$ cat src/rtl/rhei_pkg.sv
`default_nettype none

package rhei_pkg;

    // Widths and sizes
    localparam int BYTE_W    = 8;
    localparam int POS_W     = 5;
    localparam int BURST_MAX = 14;
    localparam int CNT_W     = 4;
    localparam int HELD_N    = 3;

    // X bit of RTP byte 0
    localparam logic [BYTE_W-1:0] XBIT = 8'h10;

    // Byte positions inside fixed header and old extension header
    localparam logic [POS_W-1:0] POS_FIRST     = 5'd0;
    localparam logic [POS_W-1:0] POS_FIXED_END = 5'd11;
    localparam logic [POS_W-1:0] POS_EXT_FIRST = 5'd12;
    localparam logic [POS_W-1:0] POS_EXT_HI    = 5'd13;
    localparam logic [POS_W-1:0] POS_EXT_LAST  = 5'd15;
    localparam logic [POS_W-1:0] POS_SAT       = 5'd16;

    // New extension is 4*(3+t+w) bytes; too long once t+w reaches 61 (256 bytes)
    localparam logic [16:0] TW_LIMIT = 17'd61;

    // Element length fields
    localparam logic [3:0]        TSN_SHORT_LEN = 4'd1;
    localparam logic [BYTE_W-1:0] TSN_LONG_LEN  = 8'd2;
    localparam logic [15:0]       LEN_BASE      = 16'd2;
    localparam logic [BYTE_W-1:0] PRIV_LEN_ADJ  = 8'd4;

    // Configuration register indexes
    typedef enum logic [1:0] {
        REG_ONE_BYTE_PROFILE = 2'd0,
        REG_TWO_BYTE_PROFILE = 2'd1,
        REG_TSN_ID           = 2'd2,
        REG_PRIV_ID          = 2'd3
    } cfg_reg_t;

    // Register reset values
    localparam logic [15:0] ONE_BYTE_PROFILE_RST = 16'hBEDE;
    localparam logic [15:0] TWO_BYTE_PROFILE_RST = 16'h1000;
    localparam logic [3:0]  TSN_ID_RST           = 4'd1;
    localparam logic [7:0]  PRIV_ID_RST          = 8'd1;

    typedef struct packed {
        logic [15:0] one_byte_profile;
        logic [15:0] two_byte_profile;
        logic [3:0]  tsn_element_id;
        logic [7:0]  private_element_id;
    } cfg_t;

    // One output word
    typedef struct packed {
        logic [BYTE_W-1:0] data;
        logic              last;
        logic              err;
    } word_t;

    typedef word_t [BURST_MAX-1:0] burst_t;

endpackage

`default_nettype wire

$ cat src/rtl/rhei_cfg.sv
`default_nettype none

module rhei_cfg (
    input  wire logic                clk,
    input  wire logic                rst_n,
    input  wire logic                cfg_valid,
    output logic                     cfg_ready,
    input  wire logic [1:0]          cfg_index,
    input  wire logic [15:0]         cfg_data,
    output rhei_pkg::cfg_t           cfg
);

    rhei_pkg::cfg_t cfg_reg;
    rhei_pkg::cfg_t cfg_next;

    assign cfg_ready = 1'b1;
    assign cfg       = cfg_reg;

    // Register write decode
    always_comb
    begin
        cfg_next = cfg_reg;
        if (cfg_valid)
        begin
            case (rhei_pkg::cfg_reg_t'(cfg_index))
                rhei_pkg::REG_ONE_BYTE_PROFILE: cfg_next.one_byte_profile   = cfg_data;
                rhei_pkg::REG_TWO_BYTE_PROFILE: cfg_next.two_byte_profile   = cfg_data;
                rhei_pkg::REG_TSN_ID:           cfg_next.tsn_element_id     = cfg_data[3:0];
                rhei_pkg::REG_PRIV_ID:          cfg_next.private_element_id = cfg_data[7:0];
                default:                        cfg_next = cfg_reg;
            endcase
        end
    end

    always_ff @(posedge clk or negedge rst_n)
    begin
        if (!rst_n)
        begin
            cfg_reg.one_byte_profile   <= rhei_pkg::ONE_BYTE_PROFILE_RST;
            cfg_reg.two_byte_profile   <= rhei_pkg::TWO_BYTE_PROFILE_RST;
            cfg_reg.tsn_element_id     <= rhei_pkg::TSN_ID_RST;
            cfg_reg.private_element_id <= rhei_pkg::PRIV_ID_RST;
        end
        else
        begin
            cfg_reg <= cfg_next;
        end
    end

endmodule

`default_nettype wire

$ cat src/rtl/rhei_ctx.sv
`default_nettype none

// Packet context and burst builder: turns one input byte into 0..14 output words
module rhei_ctx (
    input  wire logic                        clk,
    input  wire logic                        rst_n,
    input  wire logic                        accept,
    input  wire logic [rhei_pkg::BYTE_W-1:0] in_byte,
    input  wire logic                        in_last,
    input  wire logic                        add_tsn,
    input  wire logic [15:0]                 seq_number,
    input  wire rhei_pkg::cfg_t              cfg,
    output rhei_pkg::burst_t                 burst,
    output logic [rhei_pkg::CNT_W-1:0]       burst_cnt
);

    logic [rhei_pkg::POS_W-1:0]  pos_reg, pos_next;
    logic                        had_reg, had_next;
    logic [7:0]                  rem_reg, rem_next;
    logic [16:0]                 tsn_reg, tsn_next;
    logic                        err_reg, err_next;
    logic [rhei_pkg::BYTE_W-1:0] held_reg [rhei_pkg::HELD_N];

    logic                        first;
    logic                        had;
    logic [rhei_pkg::BYTE_W-1:0] b;
    logic                        t;
    logic [15:0]                 seq;
    logic [15:0]                 w;
    logic [16:0]                 tw;
    logic                        len_err;
    logic [15:0]                 lw;
    logic [7:0]                  priv_len;
    logic [7:0]                  rem_dec;
    logic                        in_ext_hdr;
    logic                        held_we;
    logic                        trunc;
    logic [rhei_pkg::CNT_W-1:0]  n;

    function automatic rhei_pkg::word_t mk(input logic [7:0] d, input logic e);
        rhei_pkg::word_t r;
        r.data = d;
        r.last = 1'b0;
        r.err  = e;
        return r;
    endfunction

    // Shared terms
    assign first      = (pos_reg == rhei_pkg::POS_FIRST);
    assign had        = first ? in_byte[4] : had_reg;
    assign b          = first ? (in_byte | rhei_pkg::XBIT) : in_byte;
    assign t          = tsn_reg[16];
    assign seq        = tsn_reg[15:0];
    assign w          = {held_reg[2], in_byte};
    assign tw         = {1'b0, w} + {16'd0, t};
    assign len_err    = (tw >= rhei_pkg::TW_LIMIT);
    assign lw         = tw[15:0] + rhei_pkg::LEN_BASE;
    assign priv_len   = {w[5:0], 2'b00} + rhei_pkg::PRIV_LEN_ADJ;
    assign rem_dec    = rem_reg - 8'd1;
    assign in_ext_hdr = had && (pos_reg >= rhei_pkg::POS_EXT_FIRST)
                        && (pos_reg <= rhei_pkg::POS_EXT_LAST);
    assign held_we    = in_ext_hdr && (pos_reg != rhei_pkg::POS_EXT_LAST);

    // Burst build and next state
    always_comb
    begin
        burst    = '0;
        n        = '0;
        trunc    = 1'b0;
        pos_next = pos_reg;
        had_next = had;
        rem_next = rem_reg;
        tsn_next = tsn_reg;
        err_next = err_reg;

        if (first)
        begin
            tsn_next = {add_tsn, seq_number};
        end

        if (pos_reg < rhei_pkg::POS_EXT_FIRST)
        begin
            burst[n] = mk(b, 1'b0); n = n + 4'd1;
            if (pos_reg == rhei_pkg::POS_FIXED_END && !had)
            begin
                // fresh one-byte-form extension
                burst[n] = mk(cfg.one_byte_profile[15:8], 1'b0); n = n + 4'd1;
                burst[n] = mk(cfg.one_byte_profile[7:0], 1'b0);  n = n + 4'd1;
                burst[n] = mk(8'd0, 1'b0);                       n = n + 4'd1;
                burst[n] = mk({7'd0, t}, 1'b0);                  n = n + 4'd1;
                if (t)
                begin
                    burst[n] = mk({cfg.tsn_element_id, rhei_pkg::TSN_SHORT_LEN}, 1'b0);
                    n = n + 4'd1;
                    burst[n] = mk(seq[15:8], 1'b0); n = n + 4'd1;
                    burst[n] = mk(seq[7:0], 1'b0);  n = n + 4'd1;
                    burst[n] = mk(8'd0, 1'b0);      n = n + 4'd1;
                end
            end
            else
            begin
                trunc = 1'b1;
            end
        end
        else if (in_ext_hdr)
        begin
            if (pos_reg == rhei_pkg::POS_EXT_LAST)
            begin
                // two-byte-form header, wrapping the old extension
                burst[n] = mk(lw[15:8], len_err); n = n + 4'd1;
                burst[n] = mk(lw[7:0], len_err);  n = n + 4'd1;
                if (t)
                begin
                    burst[n] = mk({4'd0, cfg.tsn_element_id}, len_err); n = n + 4'd1;
                    burst[n] = mk(rhei_pkg::TSN_LONG_LEN, len_err);     n = n + 4'd1;
                    burst[n] = mk(seq[15:8], len_err);                  n = n + 4'd1;
                    burst[n] = mk(seq[7:0], len_err);                   n = n + 4'd1;
                end
                burst[n] = mk(cfg.private_element_id, len_err); n = n + 4'd1;
                burst[n] = mk(priv_len, len_err);               n = n + 4'd1;
                burst[n] = mk(held_reg[0], len_err);            n = n + 4'd1;
                burst[n] = mk(held_reg[1], len_err);            n = n + 4'd1;
                burst[n] = mk(held_reg[2], len_err);            n = n + 4'd1;
                burst[n] = mk(in_byte, len_err);                n = n + 4'd1;
                if (len_err)
                begin
                    err_next = 1'b1;
                    rem_next = 8'd0;
                end
                else if (w == 16'd0)
                begin
                    burst[n] = mk(8'd0, 1'b0); n = n + 4'd1;
                    burst[n] = mk(8'd0, 1'b0); n = n + 4'd1;
                end
                else
                begin
                    rem_next = {w[5:0], 2'b00};
                    trunc    = 1'b1;
                end
            end
            else if (in_last)
            begin
                burst[n] = mk(b, 1'b0); n = n + 4'd1;
                trunc    = 1'b1;
            end
            else if (pos_reg == rhei_pkg::POS_EXT_FIRST)
            begin
                burst[n] = mk(cfg.two_byte_profile[15:8], 1'b0); n = n + 4'd1;
            end
            else if (pos_reg == rhei_pkg::POS_EXT_HI)
            begin
                burst[n] = mk(cfg.two_byte_profile[7:0], 1'b0); n = n + 4'd1;
            end
        end
        else if (rem_reg != 8'd0)
        begin
            // old extension data, then two pad bytes
            burst[n] = mk(b, 1'b0); n = n + 4'd1;
            rem_next = rem_dec;
            if (rem_dec == 8'd0)
            begin
                burst[n] = mk(8'd0, 1'b0); n = n + 4'd1;
                burst[n] = mk(8'd0, 1'b0); n = n + 4'd1;
            end
            else
            begin
                trunc = 1'b1;
            end
        end
        else
        begin
            burst[n] = mk(b, err_reg); n = n + 4'd1;
        end

        // end of packet
        if (in_last)
        begin
            if (n != 4'd0)
            begin
                burst[n - 4'd1].last = 1'b1;
                if (trunc)
                begin
                    burst[n - 4'd1].err = 1'b1;
                end
            end
            pos_next = rhei_pkg::POS_FIRST;
            had_next = 1'b0;
            rem_next = 8'd0;
            err_next = 1'b0;
        end
        else
        begin
            pos_next = (pos_reg == rhei_pkg::POS_SAT) ? rhei_pkg::POS_SAT
                                                      : pos_reg + 5'd1;
        end
    end

    assign burst_cnt = n;

    // Context registers
    always_ff @(posedge clk or negedge rst_n)
    begin
        if (!rst_n)
        begin
            pos_reg <= '0;
            had_reg <= 1'b0;
            rem_reg <= '0;
            tsn_reg <= '0;
            err_reg <= 1'b0;
        end
        else if (accept)
        begin
            pos_reg <= pos_next;
            had_reg <= had_next;
            rem_reg <= rem_next;
            tsn_reg <= tsn_next;
            err_reg <= err_next;
        end
    end

    // Held old extension header bytes
    always_ff @(posedge clk)
    begin
        if (accept && held_we)
        begin
            held_reg[pos_reg[1:0]] <= in_byte;
        end
    end

endmodule

`default_nettype wire

$ cat src/rtl/rhei_burst.sv
`default_nettype none

// Output queue: holds one burst and shifts it out one word per cycle while head_ready is high
module rhei_burst (
    input  wire logic                        clk,
    input  wire logic                        rst_n,
    input  wire logic                        load,
    input  wire rhei_pkg::burst_t            burst_in,
    input  wire logic [rhei_pkg::CNT_W-1:0]  cnt_in,
    output logic                             can_load,
    output logic                             head_valid,
    input  wire logic                        head_ready,
    output rhei_pkg::word_t                  head
);

    rhei_pkg::burst_t           q_reg;
    logic [rhei_pkg::CNT_W-1:0] count_reg;
    logic                       take;

    assign head_valid = (count_reg != '0);
    assign head       = q_reg[0];
    assign take       = head_valid && head_ready;
    // new burst may enter as the last queued word leaves
    assign can_load   = (count_reg == '0) || ((count_reg == 4'd1) && head_ready);

    always_ff @(posedge clk or negedge rst_n)
    begin
        if (!rst_n)
        begin
            count_reg <= '0;
        end
        else if (load)
        begin
            count_reg <= cnt_in;
        end
        else if (take)
        begin
            count_reg <= count_reg - 4'd1;
        end
    end

    always_ff @(posedge clk)
    begin
        if (load)
        begin
            q_reg <= burst_in;
        end
        else if (take)
        begin
            q_reg <= {rhei_pkg::word_t'('0), q_reg[rhei_pkg::BURST_MAX-1:1]};
        end
    end

endmodule

`default_nettype wire

$ cat src/rtl/rtp_header_extension_inserter.sv
// Output: the first output word of an input word is registered in the output queue and appears in the cycle after
//   the input word is accepted. Each input word yields 0 to 14 output words, sent one per cycle while out_ready
//   is high; the output queue takes the next input word as its last queued word leaves.
// Reset: asynchronous, active low; clears packet context and the output queue and
//   loads the configuration registers with their defaults.
`default_nettype none

module rtp_header_extension_inserter (
    input  wire logic        clk,
    input  wire logic        rst_n,
    // configuration
    input  wire logic        cfg_valid,
    output logic             cfg_ready,
    input  wire logic [1:0]  cfg_index,
    input  wire logic [15:0] cfg_data,
    // input packet bytes
    input  wire logic        in_valid,
    output logic             in_ready,
    input  wire logic [7:0]  in_byte,
    input  wire logic        in_last,
    input  wire logic        add_tsn,
    input  wire logic [15:0] seq_number,
    // output packet bytes
    output logic             out_valid,
    input  wire logic        out_ready,
    output logic [7:0]       out_byte,
    output logic             out_last,
    output logic             out_error
);

    rhei_pkg::cfg_t             cfg;
    rhei_pkg::burst_t           burst;
    logic [rhei_pkg::CNT_W-1:0] burst_cnt;
    logic                       accept;
    logic                       can_load;
    rhei_pkg::word_t            head;

    assign in_ready = can_load;
    assign accept   = in_valid && can_load;

    rhei_cfg u_cfg (
        .clk       (clk),
        .rst_n     (rst_n),
        .cfg_valid (cfg_valid),
        .cfg_ready (cfg_ready),
        .cfg_index (cfg_index),
        .cfg_data  (cfg_data),
        .cfg       (cfg)
    );

    rhei_ctx u_ctx (
        .clk        (clk),
        .rst_n      (rst_n),
        .accept     (accept),
        .in_byte    (in_byte),
        .in_last    (in_last),
        .add_tsn    (add_tsn),
        .seq_number (seq_number),
        .cfg        (cfg),
        .burst      (burst),
        .burst_cnt  (burst_cnt)
    );

    rhei_burst u_burst (
        .clk        (clk),
        .rst_n      (rst_n),
        .load       (accept),
        .burst_in   (burst),
        .cnt_in     (burst_cnt),
        .can_load   (can_load),
        .head_valid (out_valid),
        .head_ready (out_ready),
        .head       (head)
    );

    assign out_byte  = head.data;
    assign out_last  = head.last;
    assign out_error = head.err;

endmodule

`default_nettype wire

$ cat config.mk
export PLATFORM = sky130hd
export DESIGN_NAME = rtp_header_extension_inserter
export DESIGN_NICKNAME = d
export VERILOG_FILES = /design/src/rtl/rhei_pkg.sv /design/src/rtl/rhei_cfg.sv /design/src/rtl/rhei_ctx.sv /design/src/rtl/rhei_burst.sv /design/src/rtl/rtp_header_extension_inserter.sv
export SDC_FILE = /design/constraint.sdc
export NUM_CORES = 1
export LEC_CHECK = 0
export BUFFER_PORTS_ARGS = -buffer_cell sky130_fd_sc_hd__clkbuf_2
export CORE_MARGIN = 2
export CORE_UTILIZATION = 40
export DETAILED_ROUTE_END_ITERATION = 16
export PLACE_DENSITY = 0.55
export SKIP_LAST_GASP = 1
export SLEW_MARGIN = 20
export SYNTH_ARGS = -nofsm -noshare
export SYNTH_HDL_FRONTEND = slang
export SYNTH_HIERARCHICAL = 1
export SYNTH_SLANG_ARGS = --single-unit
$ cat constraint.sdc
create_clock -name clk -period 3.93 [get_ports clk]
set_input_delay 0.1965 -clock clk [delete_from_list [all_inputs] [get_ports clk]]
set_output_delay 0.1965 -clock clk [all_outputs]
set_load 0.005 [all_outputs]
== After elaboration in Yosys (flattened, before gate mapping) ==
Memories as Yosys holds them, arrays and structs flattened.
Cells that the tools add are included.

* Flip-flop bits (word level): 220
* Bits in latches: 0
* RAM bits: 24
* Memory bits (read-only): 0
* Input port bits: 49
* Memories: 1

* Add/subtract/negate cells: 15
* Multipliers: 0
* Divide/modulo/power cells: 0
* $lt $le $gt $ge: 22
* Eq/ne operators: 13
* Shifts and indexed selects: 0
* Multiplexer cells: 97
* Bitwise logic cells: 4
* Reduce and logical (&&, ||, !) cells: 39

{| class="wikitable"
|+ Memory list
! memory !! words !! width !! read ports !! clocked after Yosys merged registers in !! wr ports !! RTL line !! source
|-
| u_ctx.held_reg || 3 || 8 || 3 || 0 || 1 || rhei_ctx.sv:22 || <nowiki>logic [rhei_pkg::BYTE_W-1:0] held_reg [rhei_pkg::HELD_N];</nowiki>
|}

{| class="wikitable"
|+ Operators with widths
! cell !! number
|-
| $bwmux 140 || 8
|-
| $mux 140 || 7
|-
| $demux 10 s4 || 10
|-
| $and 140x140->140 || 2
|-
| $not 140->140 || 2
|-
| $mux 40 || 4
|-
| $mux 130 || 1
|-
| $mux 10 || 12
|-
| $mux 110 || 1
|-
| $mux 90 || 1
|-
| $mux 80 || 1
|-
| $mux 30 || 2
|-
| $mux 4 || 15
|-
| $mux 8 || 7
|-
| $mux 50 || 1
|-
| $lt 4x5->1 const B || 9
|-
| $ge 4x1->1 const B || 9
|-
| $add 4x1->4 const B || 8
|-
| $mux 1 || 21
|-
| $eq 5x4->1 const B || 4
|-
| $add 16x1->17 || 1
|-
| $ge 17x6->1 const B || 1
|-
| $logic_and 1x1->1 || 17
|-
| $add 16x2->16 const B || 1
|-
| other kinds (31) || 45
|}

== Depth between registers and ports, before layout ==
* Word-level depth: 30
* Depth in mapped cells: 12
* Mapped depth without buffers: 12

== Cells and area by module ==
The synthesis kept the hierarchy.

{| class="wikitable"
|+ Modules (own cells, without submodules)
! module !! instances !! cells an instance !! area an instance (sq um) !! seq. area each (sq um)
|-
| rhei_burst || 1 || 338 || 6180.9 || 4304.1
|-
| rhei_ctx || 1 || 630 || 5210.0 || 1521.5
|-
| rhei_cfg || 1 || 96 || 1691.6 || 1119.8
|-
| rtp_header_extension_inserter || 1 || 1 || 6.3 || 0.0
|}

== Worst setup path after synthesis ==
No wires, ideal clock.

* Path kind: reg-to-reg
* Start point: register u_burst/count_reg[0] in the netlist's numbering
* End point: register u_burst.q_reg, in the netlist u_burst/head[0] (enable)
* Library setup time: 0.438 ns
* Arrival: 3.486 ns
* Required time: 3.492 ns
* Slack: 0.006 ns
* Stages on the path, launching flop included: 10
* Path buffers: 3
* Period minus slack after synthesis: 3.924 ns
* Path through: dfrtp_1 > inv_1 > ha_1 > a21oi_1 > nor3_1 > and2_1 > clkbuf_1 > buf_2 > clkbuf_1 > a21o_2

* Cells in the longest elaborated chain, start to end: 5
* Elaborated cells on any way between the ends: 8
* Classes of those cells: 1 x eq/ne; 7 x reduce/logical

{| class="wikitable"
|+ RTL lines
! what !! RTL line !! source
|-
| start: declaration || rhei_burst.sv:17 || <nowiki>logic [rhei_pkg::CNT_W-1:0] count_reg;</nowiki>
|-
| start signal: assignment || rhei_burst.sv:34 || <nowiki>count_reg <= cnt_in;</nowiki>
|-
| start signal: assignment || rhei_burst.sv:38 || <nowiki>count_reg <= count_reg - 4'd1;</nowiki>
|-
| $eq 4x1->1 || rhei_burst.sv:24 || <nowiki>assign can_load = (count_reg == '0) || ((count_reg == 4'd1) && head_ready);</nowiki>
|-
| $logic_and 1x1->1 || rhei_burst.sv:24 ||
|-
| $logic_or 1x1->1 * || rhei_burst.sv:24 ||
|-
| via in_ready || rtp_header_extension_inserter.sv:18 || <nowiki>output logic in_ready,</nowiki>
|-
| $logic_and 1x1->1 * || rtp_header_extension_inserter.sv:39 || <nowiki>assign accept = in_valid && can_load;</nowiki>
|-
| via accept || rtp_header_extension_inserter.sv:34 || <nowiki>logic accept;</nowiki>
|-
| $reduce_bool 2->1 (no line) * || - ||
|-
| end signal: assignment || rhei_burst.sv:46 || <nowiki>q_reg <= burst_in;</nowiki>
|-
| end signal: assignment || rhei_burst.sv:50 || <nowiki>q_reg <= {rhei_pkg::word_t'('0), q_reg[rhei_pkg::BURST_MAX-1:1]};</nowiki>
|-
| end: declaration || rhei_burst.sv:16 || <nowiki>rhei_pkg::burst_t q_reg;</nowiki>
|}

The timed path passes the listed nets; every way through them passes the cells marked *.
A chain may end at the register's enable or synchronous reset.

==> flow_metrics.py <==
metrics = {
    "layout": {
        "area_growth_pct": 14.3,
        "nets": 1193,
        "multiInputGateArea_um2": 5550,
        "drive_gt1_share_pct": 31.8,
        "fillers": 2987,
        "seq_area_um2": 6950,
        "diodes": 0,
        "largest_reg_flops": 130,
    },
    "synth": {
        "synth_area_leaders": "edfxtp_1 (38%), mux2_2 (16%), dfrtp_1 (12%)",
        "syn-instance-count": 1065,
        "synth-seq-area-share_pct": 53.1,
        "async_reset_ff_share_pct": 32.8,
        "yosysWarnings": 6,
        "synth_cell_types": 73,
        "synth_top_area_share_pct": 37.6,
        "synthTopCellsByCount": "mux2_2 (191), edfxtp_1 (164), dfrtp_1 (65), nand2_1 (62), nor2_1 (53)",
        "synth_top_cell_by_area": "edfxtp_1",
        "synth.avg_cell_area_um2": 12.3,
        "synth_edf_count": 164,
        "yosysMostFrequentCell": "mux2_2",
        "ys_seq_elements": 244,
        "synthesis.area_um2": 13100,
        "synth_flop_cell": "edfxtp_1",
    },
    "detailed_routing": {
        "vias": 8649,
        "wl_per_cell_um": 21.1,
        "via_per_inst": 5.44,
        "ant_nets": 0,
        "dr.pass1.iters": 5,
        "totalWireLength_um": 33500,
        "drc": 0,
        "first_iter_violations": 743,
    },
    "floorplan": {
        "initial_core_util_pct": 40.4,
        "row_count": 66,
        "die_w_um": 185,
        "die-height_um": 185,
        "ioPinCount": 62,
        "design.core.area_um2": 32400,
        "dieArea_um2": 34200,
    },
    "global_route": {
        "grt_first_pass_wirelength_um": 51500,
        "grt.total_usage_pct": 19.8,
        "grt_pass1_vias": 8451,
        "overflow": 0,
        "grt_max_degree": 116,
        "antenna_found_initial": 0,
    },
    "timing": {
        "worst_pin_slew_ns": 0.946,
        "clock.fmax_ghz": 0.298,
        "finalSetupViolations": 0,
        "hold_viol": 0,
        "min_period_over_period_pct": 85.3,
        "period_needed_ns": 3.35,
        "max_slew_margin_pct": 36.9,
        "rsz0062_at_grt": "false",
        "final_max_slew_viol_count": 0,
        "final.setup.tns_ns": 0,
        "fin_skew_ns": 0.00749,
    },
    "power_and_ir_drop": {
        "leakagePower_nw": 5.72,
        "vdd_drop_max_mv": 0.371,
        "p_total_mw": 10.4,
        "powerDensity_nw_per_um2": 698,
    },
    "flow_run": {
        "max_cap_violations": 0,
    },
    "worst_setup_path": {
        "path_class": "flop to flop",
        "rr_endpoint": "u_burst/q_reg[110]",
        "reg2reg_from": "u_ctx/tsn_reg[16]",
        "crit_fanout": 15,
        "cp-start-kind": "flop",
        "crit_start": "u_ctx/tsn_reg[16]",
        "arrival_ns": 3.65,
        "rrSetupSlack_ns": 0.58,
        "end_kind": "flop",
        "reg2reg_depth": 11,
        "worstSetupEndpoint": "u_burst/q_reg[110]",
        "cp.required_ns": 4.23,
    },
    "clock_tree": {
        "cts_buffers": 28,
        "holdBufCountCts": 34,
        "htreeDepth": 1,
        "cts_resized": 0,
        "cts.sinks": 244,
        "cts.root.buffer_cell": "clkbuf_16",
        "post_cts_buffers": 0,
        "cts_tree": "yes",
        "cts_max_path_buffers": 3,
        "clk_pin_slew_ns": 0.06,
        "clock_latency_ns": 0.55,
    },
    "outcome": {
        "status": "finished, final reports clean",
    },
    "worst_hold_path": {
        "hold_class": "input pin to flop",
        "min-delay-start": "out_ready",
    },
    "placement": {
        "place.gp.congestion": 0.879,
        "port_buffers": 60,
        "dpl.hpwl_um": 22300,
    },
}
-- worst max-delay path: stages (launching register included) --
cell       delay, ns
dfrtp_2         0.42
ha_1            0.38
xnor2_1         0.34
inv_1           0.11
ha_1            0.25
a21oi_1         0.13
a211oi_1        0.09
a2111oi_4       0.56
and3_4          0.33
nor3_1          0.06
o21bai_1        0.17
mux2_2          0.26
-- where the power goes --
part	total (mW)	switching, mW	internal [mW]
combinational	3.04	1.59	1.45
sequential	4.73	0.500	4.23
clock	2.66	1.09	1.58
total	10.4	3.18	7.26
-- per-layer routing --
metal / GRT usage (%) / share of wire (%) / vias up
li1: - / - / 4047
met1: 29.8 / 49 / 4317
met2: 29.8 / 44 / 234
met3: 2.79 / 5.0 / 51
met4: 5.02 / 1.9 / 0
met5: 0 / 0 / -
-- kinds of logic (layout without fill, tap and decap cells) --
logic type      after synthesis  after routing  synth area share [%]
compound gates              163            163                  9.11
buf+inv                     135            194                  5.37
mux                         210            210                  17.9
other cells                   2             26                0.0574
xor+xnor                     29             29                  1.94
simple gates                264            264                  10.8
flops                       244            244                  53.1
fa+ha+maj                    18             18                  1.72
-- layout make-up --
type,count,share of cell area (%)
sequential,244,46.4
multi-input combinational,710,37.1
timing repair buffer,118,5.76
inverter,24,0.602
tap,442,3.70
clock buffer,36,5.37
clock inverter,16,1.00
-- cell usage in the layout, fill, tap and decap left out, types with 19 or more instances in the layout --
cell type / n
edfxtp_1: 164
xnor2_1: 21
inv_1: 24
mux2_2: 191
and2_1: 20
a21oi_1: 19
nand2_1: 62
conb_1: 26
clkbuf_16: 30
clkbuf_2: 59
nor2_1: 53
dfrtp_1: 64
buf_4: 22
nand3_1: 21
o21ai_0: 32
and3_1: 30
dlygate4sd3_1: 34
-- per-stage QoR --
| stage | std cells | cell area (um^2) | setup WS [ns] | utilization, % | hold WS (ns) |
|---|---|---|---|---|---|
| 4_1_cts | 1590 | 15000 | 0.613 | 46.2 | 0.0289 |
| 2_1_floorplan | 1089 | 13200 | 0.00642 | - | -0.0991 |
| 5_1_grt | 1590 | 15000 | 0.378 | 46.2 | 0.0775 |
| 3_5_place_dp | 1504 | 13700 | 0.396 | 42.2 | 0.368 |
| 3_3_place_gp | 1504 | 13700 | 0.535 | 42.2 | 0.374 |
| 6_report | 1590 | 15000 | 0.579 | 46.2 | 0.0424 |
-- worst min-delay path by stage --
stage,end,slack [ns],cells past startpoint
2_1_floorplan,u_burst/count_reg[0],-0.1,0
3_3_place_gp,u_ctx/pos_reg[2],0.37,1
3_5_place_dp,u_ctx/pos_reg[3],0.37,1
4_1_cts,u_burst/count_reg[1],0.03,3
5_1_grt,u_burst/count_reg[1],0.08,3
6_report,u_burst/count_reg[1],0.04,3
Power figures use the tool's default switching activity.
